## src/hw/rtl/euler_to_basis_vectors_macros.svh

```systemverilog
// Assertion macros for the Euler angle to basis vector block
`ifndef EULER_TO_BASIS_VECTORS_MACROS_SVH
`define EULER_TO_BASIS_VECTORS_MACROS_SVH
`ifndef SYNTHESIS
`define ETBV_ASSERT_NOW(lbl, clk, rst, ante, cons) \
   lbl: assert property (@(posedge clk) disable iff (rst) (ante) |-> (cons)) \
      else $error("etbv assertion failed");
`define ETBV_ASSERT_NEXT(lbl, clk, rst, ante, cons) \
   lbl: assert property (@(posedge clk) disable iff (rst) (ante) |=> (cons)) \
      else $error("etbv assertion failed");
`else
`define ETBV_ASSERT_NOW(lbl, clk, rst, ante, cons)
`define ETBV_ASSERT_NEXT(lbl, clk, rst, ante, cons)
`endif
`endif

```

## src/hw/rtl/etbv_pkg.sv

```systemverilog
// Shared types, constants and rounding functions for the basis vector block
`timescale 1ns / 1ps
package etbv_pkg;
   typedef logic signed [25:0] angle_type;
   typedef logic signed [26:0] zang_type;
   typedef logic signed [31:0] cxy_type;
   typedef logic signed [29:0] trig_type;
   typedef logic signed [30:0] prod_type;
   typedef logic signed [15:0] comp_type;

   localparam int TABLE_LEN = 24;
   localparam zang_type DEG360 = 27'sd23592960;
   localparam zang_type DEG180 = 27'sd11796480;
   localparam zang_type DEG90  = 27'sd5898240;
   localparam cxy_type  CORDIC_GAIN = 32'sd652032874;
   localparam logic signed [31:0] ONE_Q14 = 32'sd16384;

   localparam zang_type ATAN_TAB [TABLE_LEN] = '{
      27'sd2949120, 27'sd1740967, 27'sd919879, 27'sd466945, 27'sd234379, 27'sd117304,
      27'sd58666, 27'sd29335, 27'sd14668, 27'sd7334, 27'sd3667, 27'sd1833,
      27'sd917, 27'sd458, 27'sd229, 27'sd115, 27'sd57, 27'sd29,
      27'sd14, 27'sd7, 27'sd4, 27'sd2, 27'sd1, 27'sd0
   };

   function automatic prod_type mulq28(input prod_type a, input prod_type b);
      logic signed [61:0] p;
      p = 62'(a) * 62'(b);
      p = p + (62'sd1 <<< 27);
      return prod_type'(p >>> 28);
   endfunction

   function automatic comp_type to_q14(input logic signed [31:0] v);
      logic signed [31:0] r;
      r = (v + 32'sd8192) >>> 14;
      if (r > ONE_Q14) r = ONE_Q14;
      if (r < -ONE_Q14) r = -ONE_Q14;
      return comp_type'(r);
   endfunction
endpackage

```

## src/hw/rtl/etbv_cordic.sv

```systemverilog
// Pipelined sine and cosine lane working in Q16 degrees
`timescale 1ns / 1ps
module etbv_cordic import etbv_pkg::*; #(
   parameter int STEPS = 16
) (
   input  logic      clock,
   input  logic      en,
   input  angle_type ang,
   output trig_type  sin_q28,
   output trig_type  cos_q28
);
   zang_type mod_in, mod_ff, fold_in;
   logic     flip_in;
   cxy_type  x_ff [STEPS+1];
   cxy_type  y_ff [STEPS+1];
   zang_type z_ff [STEPS+1];
   logic     f_ff [STEPS+1];
   cxy_type  xr, yr;
   trig_type sin_ff, cos_ff;

   always_comb begin
      mod_in = zang_type'(ang);
      if (mod_in >= DEG360) begin
         mod_in = mod_in - DEG360;
      end else if (mod_in <= -DEG360) begin
         mod_in = mod_in + DEG360;
      end
   end

   always_comb begin
      fold_in = mod_ff;
      flip_in = 1'b0;
      if (fold_in >= DEG180) begin
         fold_in = fold_in - DEG360;
      end else if (fold_in < -DEG180) begin
         fold_in = fold_in + DEG360;
      end
      if (fold_in > DEG90) begin
         fold_in = fold_in - DEG180;
         flip_in = 1'b1;
      end else if (fold_in < -DEG90) begin
         fold_in = fold_in + DEG180;
         flip_in = 1'b1;
      end
   end

   always_ff @(posedge clock) begin
      if (en) begin
         mod_ff  <= mod_in;
         x_ff[0] <= CORDIC_GAIN;
         y_ff[0] <= '0;
         z_ff[0] <= fold_in;
         f_ff[0] <= flip_in;
      end
   end

   for (genvar i = 0; i < STEPS; i++) begin : g_step
      cxy_type  x_in, y_in;
      zang_type z_in;
      always_comb begin
         if (z_ff[i] >= 0) begin
            x_in = x_ff[i] - (y_ff[i] >>> i);
            y_in = y_ff[i] + (x_ff[i] >>> i);
            z_in = z_ff[i] - ATAN_TAB[i];
         end else begin
            x_in = x_ff[i] + (y_ff[i] >>> i);
            y_in = y_ff[i] - (x_ff[i] >>> i);
            z_in = z_ff[i] + ATAN_TAB[i];
         end
      end
      always_ff @(posedge clock) begin
         if (en) begin
            x_ff[i+1] <= x_in;
            y_ff[i+1] <= y_in;
            z_ff[i+1] <= z_in;
            f_ff[i+1] <= f_ff[i];
         end
      end
   end

   always_comb begin
      xr = (x_ff[STEPS] + 32'sd2) >>> 2;
      yr = (y_ff[STEPS] + 32'sd2) >>> 2;
      if (f_ff[STEPS]) begin
         xr = -xr;
         yr = -yr;
      end
   end

   always_ff @(posedge clock) begin
      if (en) begin
         cos_ff <= trig_type'(xr);
         sin_ff <= trig_type'(yr);
      end
   end

   assign sin_q28 = sin_ff;
   assign cos_q28 = cos_ff;
endmodule

```

## config.mk

```make
export PLATFORM = sky130hd
export DESIGN_NAME = etbv_cordic
export DESIGN_NICKNAME = d
export VERILOG_FILES = /design/src/hw/rtl/euler_to_basis_vectors_macros.svh /design/src/hw/rtl/etbv_pkg.sv /design/src/hw/rtl/etbv_cordic.sv
export SDC_FILE = /design/constraint.sdc
export NUM_CORES = 2
export LEC_CHECK = 0
export BUFFER_PORTS_ARGS = -buffer_cell sky130_fd_sc_hd__buf_2
export CELL_PAD_IN_SITES_DETAIL_PLACEMENT = 0
export CELL_PAD_IN_SITES_GLOBAL_PLACEMENT = 1
export CORE_MARGIN = 2
export CORE_UTILIZATION = 40
export CTS_BUF_LIST = sky130_fd_sc_hd__clkbuf_16
export CTS_CLUSTER_DIAMETER = 200
export DETAILED_ROUTE_END_ITERATION = 12
export HOLD_SLACK_MARGIN = 0.1
export MAX_ROUTING_LAYER = met4
export PLACE_DENSITY_LB_ADDON = 0.1
export REMOVE_ABC_BUFFERS = 1
export SETUP_SLACK_MARGIN = 0.3
export SYNTH_ARGS = -nofsm -noshare
export SYNTH_HDL_FRONTEND = slang
export SYNTH_SLANG_ARGS = --single-unit
```

## constraint.sdc

```tcl
create_clock -name clock -period 6.56 [get_ports clock]
set_input_delay 1.64 -clock clock [delete_from_list [all_inputs] [get_ports clock]]
set_output_delay 1.64 -clock clock [all_outputs]
set_load 0.02 [all_outputs]
```

[Word level (Yosys, flattened, before mapping)]
Memories as Yosys holds them, arrays and structs flattened.
Cells that the tools add are included.
Operators by class
  add/subtract/negate cells: 105
  $mul: 0
  divide/modulo/power cells: 0
  $lt $le $gt $ge: 22
  equality and inequality tests: 0
  shifts and indexed selects: 0
  multiplexer cells: 60
  bitwise gates (word level): 0
  reduce and logical (&&, ||, !) cells: 0
Operator list (number)
  $mux 32: 32
  $mux 27: 22
  $ge 27x1->1 const B: 16
  $add 32x17->32: 2
  $add 32x18->32: 2
  $add 32x19->32: 2
  $add 32x20->32: 2
  $add 32x21->32: 2
  $add 32x22->32: 2
  $add 32x23->32: 2
  $add 32x24->32: 2
  $add 32x25->32: 2
  $add 32x26->32: 2
  $add 32x27->32: 2
  $add 32x28->32: 2
  $add 32x29->32: 2
  $add 32x3->32 const B: 2
  $add 32x30->32: 2
  $add 32x31->32: 2
  $sub 32x17->32: 2
  $sub 32x18->32: 2
  $sub 32x19->32: 2
  $sub 32x20->32: 2
  $sub 32x21->32: 2
  other kinds (59): 75
Storage, ports and cells
  bits in registers: 87
  latch bits: 0
  bits in writable memories: 1564
  memory bits (read-only): 0
  input bits: 28
  output and inout port bits: 60
  logic and storage cells: 194
  memories kept: 4
Memory list
  x_ff: depth 17, width 32, read ports 17, clocked after Yosys merged registers in 0, write ports 17, line etbv_cordic.sv:14  | cxy_type x_ff [STEPS+1];
  y_ff: depth 17, width 32, read ports 17, clocked after Yosys merged registers in 0, write ports 17, line etbv_cordic.sv:15  | cxy_type y_ff [STEPS+1];
  z_ff: depth 17, width 27, read ports 16, clocked after Yosys merged registers in 0, write ports 17, line etbv_cordic.sv:16  | zang_type z_ff [STEPS+1];
  f_ff: depth 17, width 1, read ports 17, clocked after Yosys merged registers in 0, write ports 17, line etbv_cordic.sv:17  | logic f_ff [STEPS+1];

[Longest topological paths before layout]
  word-level depth: 6
  gate-level depth with buffers: 22
  mapped depth without buffers: 22

[Worst setup path before layout]
No wires, ideal clock.
  path type: reg2reg
  start: memory y_ff[0][432] (netlist bit)
  end: memory x_ff[0][479] (netlist bit) (data pin)
  setup time: 0.260 ns
  arrival time: 4.865 ns
  setup slack: 1.436 ns
  stages on the path, launching flop included: 20
  path buffers: 0
  clock period less this slack: 5.124 ns
  cells stage by stage: edfxtp_1 -> or3_1 -> or3b_2 -> or2_2 -> or3_1 -> or4_1 -> o21ai_0 -> xor2_1 -> ha_1 -> a21o_1 -> o21bai_1 -> a21oi_1 -> o31ai_1 -> o211a_1 -> o21ai_0 -> a21boi_0 -> o31a_1 -> a211o_1 -> a21oi_1 -> xnor2_1
RTL lines (line)
  start, declared: etbv_cordic.sv:15
  end, declared: etbv_cordic.sv:14

==> impl_metrics.json <==
{
  "hold_viol_final": 0,
  "die_area_sq_mm": 0.2927,
  "path_buf_inv": 0,
  "clkSinkCount": 1446,
  "regToRegSetupSlack_ps": 840,
  "syn_inst": 11710,
  "seq_area_frac_synth_pct": 37.65,
  "cts_setup_buffers": 0,
  "status": "complete, no violations",
  "area_growth_pct": 9.782,
  "synth_top_area_share_pct": 37.65,
  "setup_ws_ps": 838.8,
  "async_reset_ff_share_pct": 0,
  "fmax_ghz": 0.1748,
  "grt_pass1_wl_microns": 483400,
  "rr_startpoint": "y_ff[0][165]",
  "finalSetupTns_ps": 0,
  "ys_ff_latch": 1446,
  "io_buffers": 87,
  "wl_per_cell_microns": 19.53,
  "grt_pass1_vias": 84670,
  "dp_slack_ps": 919.1,
  "grt_usage_pct": 21.27,
  "period_needed_ps": 5721,
  "cp_max_fo": 7,
  "worstPathRequired_ps": 7140,
  "critical_path_class": "reg2reg",
  "worstPathCellList": "nor3_1 > nand2_1 > or3_1 > or3_1 > or4_1 > o21ai_0 > xor2_1 > ha_1 > nand3_1 > nor2_1 > a2111oi_0 > a211oi_1 > o41a_1 > a41o_1 > o41ai_1 > o21bai_1 > a21oi_1 > xnor2_1",
  "dpl_cell_area_sq_mm": 0.1206,
  "crit_family": "compound AO/OA/AOI/OAI gates",
  "grt_setup_unrepaired": "no",
  "regToRegEndpoint": "x_ff[0][223]",
  "synth_cell_types": 94,
  "wl_microns": 308900,
  "pin_count": 88,
  "finalCritPeriodShare_pct": 87.21,
  "avgSynthCellArea_sq_um": 9.854,
  "synth_enable_flop_cells": 1446,
  "cpMostUsedCell": "or3_1",
  "antenna_found_initial": 7,
  "max_stage_delay_ps": 560,
  "holdPathEnd": "z_ff[0][29]",
  "relSlewSlack_pct": 19.54,
  "worst_pin_slew_ps": 1176,
  "cp-end-kind": "flip-flop",
  "drive_gt1_share_pct": 4.678,
  "core-area_sq_mm": 0.2874,
  "num_rows": 197,
  "slew_violations": 0,
  "globalplace.congestion": 0.8984,
  "min_path_type": "reg2reg",
  "yosysWarnings": 0,
  "cts_tree": "yes",
  "cts-hold-fix-buffers": 0,
  "drtPass1Iterations": 6,
  "ctsLongestPathBuffers": 4,
  "nets": 13220,
  "viasPerCell": 5.477,
  "grt_start_max_net_pins": 148,
  "netlist_top_cells_area": "edfxtp_1 (38%), ha_1 (14%), xnor2_1 (8.8%), xor2_1 (4.9%), a21oi_1 (3.8%)",
  "cap_violations": 0,
  "hold_depth": 0,
  "hpwl_microns": 245900,
  "cp.arrival_ps": 6300,
  "final_area_sq_mm": 0.1266,
  "overflow": 0,
  "slowest_stage": "a2111oi_0",
  "drt_iter0_markers": 5232,
  "cts_made_buffers": 185,
  "fin_skew_ps": 73.10,
  "start_util_pct": 40.13,
  "crit_cells": 18,
  "setup_viol_count_final": 0,
  "clk_pin_slew_worst_paths_ps": 60,
  "die_y_microns": 541.0,
  "synth_largest_area_cell": "edfxtp_1",
  "drcViolationCount": 0,
  "worstSkewPairLatency_ps": 900,
  "vias": 86630,
  "hold_slack_ps": 416.7,
  "cts_root_buf": "clkbuf_16",
  "htree_levels": 4,
  "cp-start-kind": "flip-flop",
  "die_x_microns": 541.0,
  "antenna_left": 0,
  "hp-start": "z_ff[0][2]",
  "cts_resized": 0,
  "syn-cell-area_sq_mm": 0.1153,
  "synth_flop_cell": "edfxtp_1",
  "reg2reg_depth": 18
}
-- worst max-delay path by stage --
stage	startpoint	end
final	y_ff[0][165]	x_ff[0][223]
after global routing	x_ff[0][137]	y_ff[0][191]
after CTS	y_ff[0][165]	x_ff[0][223]
after detailed placement	x_ff[0][165]	y_ff[0][223]
after global placement	y_ff[0][165]	x_ff[0][223]
after floorplan	z_ff[0][188]	x_ff[0][255]
-- per-layer routing --
metal / wire, microns / GRT usage [%]
met1: 141600 / 27.23
met3: 10210 / 2.118
met5: 0 / -
met2: 149600 / 36.07
met4: 7559 / 5.077
-- synthesized netlist by cell type (25+ instances only) --
cell type and n:
edfxtp_1 1446, ha_1 1262, xnor2_1 1164, a21oi_1 879, nor2_1 859, o21ai_0 754, nand2_1 743, xor2_1 642
inv_1 508, a21o_1 469, nand2b_1 239, nor3_1 232, o31ai_1 212, nand3_1 211, o21a_1 196, nor2b_1 192
clkbuf_1 145, or3_1 144, o21bai_1 136, and3_1 107, a31oi_1 95, o41ai_1 81, a211oi_1 74, or4_1 74
nand4_1 67, or2_2 61, a21boi_0 53, nor4_1 51, and2_1 44, fa_1 44, o211ai_1 41, a31o_2 30
o31a_1 25
-- sequential cells by signal, summed over array words and instances, names as in the netlist --
signal,count
x_ff,456
f_ff,17
sin_q28,30
y_ff,480
mod_ff,27
z_ff,406
cos_q28,30
-- cell type report --
type,instances,area (sq um)
Multi-Input combinational cell,9587,69390
Antenna cell,2,5.005
Clock buffer,186,4654
Inverter,512,1922
Tap cell,3781,4731
Fill cell,27560,160800
Clock inverter,149,1395
Timing Repair Buffer,155,1111
Sequential cell,1446,43420
-- kinds of logic (layout without fill, tap and decap cells) --
group | Yosys count | count (layout) | share of synthesized area, %
AO/OA/AOI/OAI | 3299 | 3299 | 18.30
AND/OR/NAND/NOR | 3149 | 3149 | 13.45
flip-flops | 1446 | 1446 | 37.65
other | 0 | 2 | 0
adder cells (fa/ha/maj) | 1306 | 1306 | 14.45
multiplexers | 27 | 27 | 0.2408
buffers and inverters | 672 | 1002 | 2.198
XOR/XNOR | 1806 | 1806 | 13.71
-- stage by stage --
| step | util, % | std cells |
|---|---|---|
| final | 44.06 | 15820 |
| after global routing | 44.06 | 15820 |
| after CTS | 44.06 | 15820 |
| after detailed placement | 41.95 | 15480 |
| after global placement | 41.95 | 15480 |
| after floorplan | - | 11550 |
-- worst register-to-register path, cell delays in order (launching register included) --
cell,delay [ps]
edfxtp_1,460
nor3_1,300
nand2_1,130
or3_1,370
or3_1,420
or4_1,510
o21ai_0,220
xor2_1,170
ha_1,330
nand3_1,170
nor2_1,70
a2111oi_0,560
a211oi_1,210
o41a_1,460
a41o_1,270
o41ai_1,430
o21bai_1,110
a21oi_1,200
xnor2_1,80
-- placed cells by master, fill, tap and decap left out, types with 61 or more instances in the layout --
master and instances:
nor2_1 859, buf_2 86, or4_1 74, or3_1 144, nand2_1 743, a21oi_1 879, nand3_1 211, a31oi_1 95
o21a_1 196, nand2b_1 239, or2_2 61, edfxtp_1 1446, clkbuf_16 186, o31ai_1 212, a211oi_1 74, ha_1 1262
nor3_1 232, inv_1 551, a21o_1 469, xnor2_1 1164, o21ai_0 754, and3_1 107, xor2_1 642, o41ai_1 81
nand4_1 67, o21bai_1 136, nor2b_1 192
Power is not shown: default switching activity piles up to over one toggle a cycle in this logic, so the estimate is an artifact.
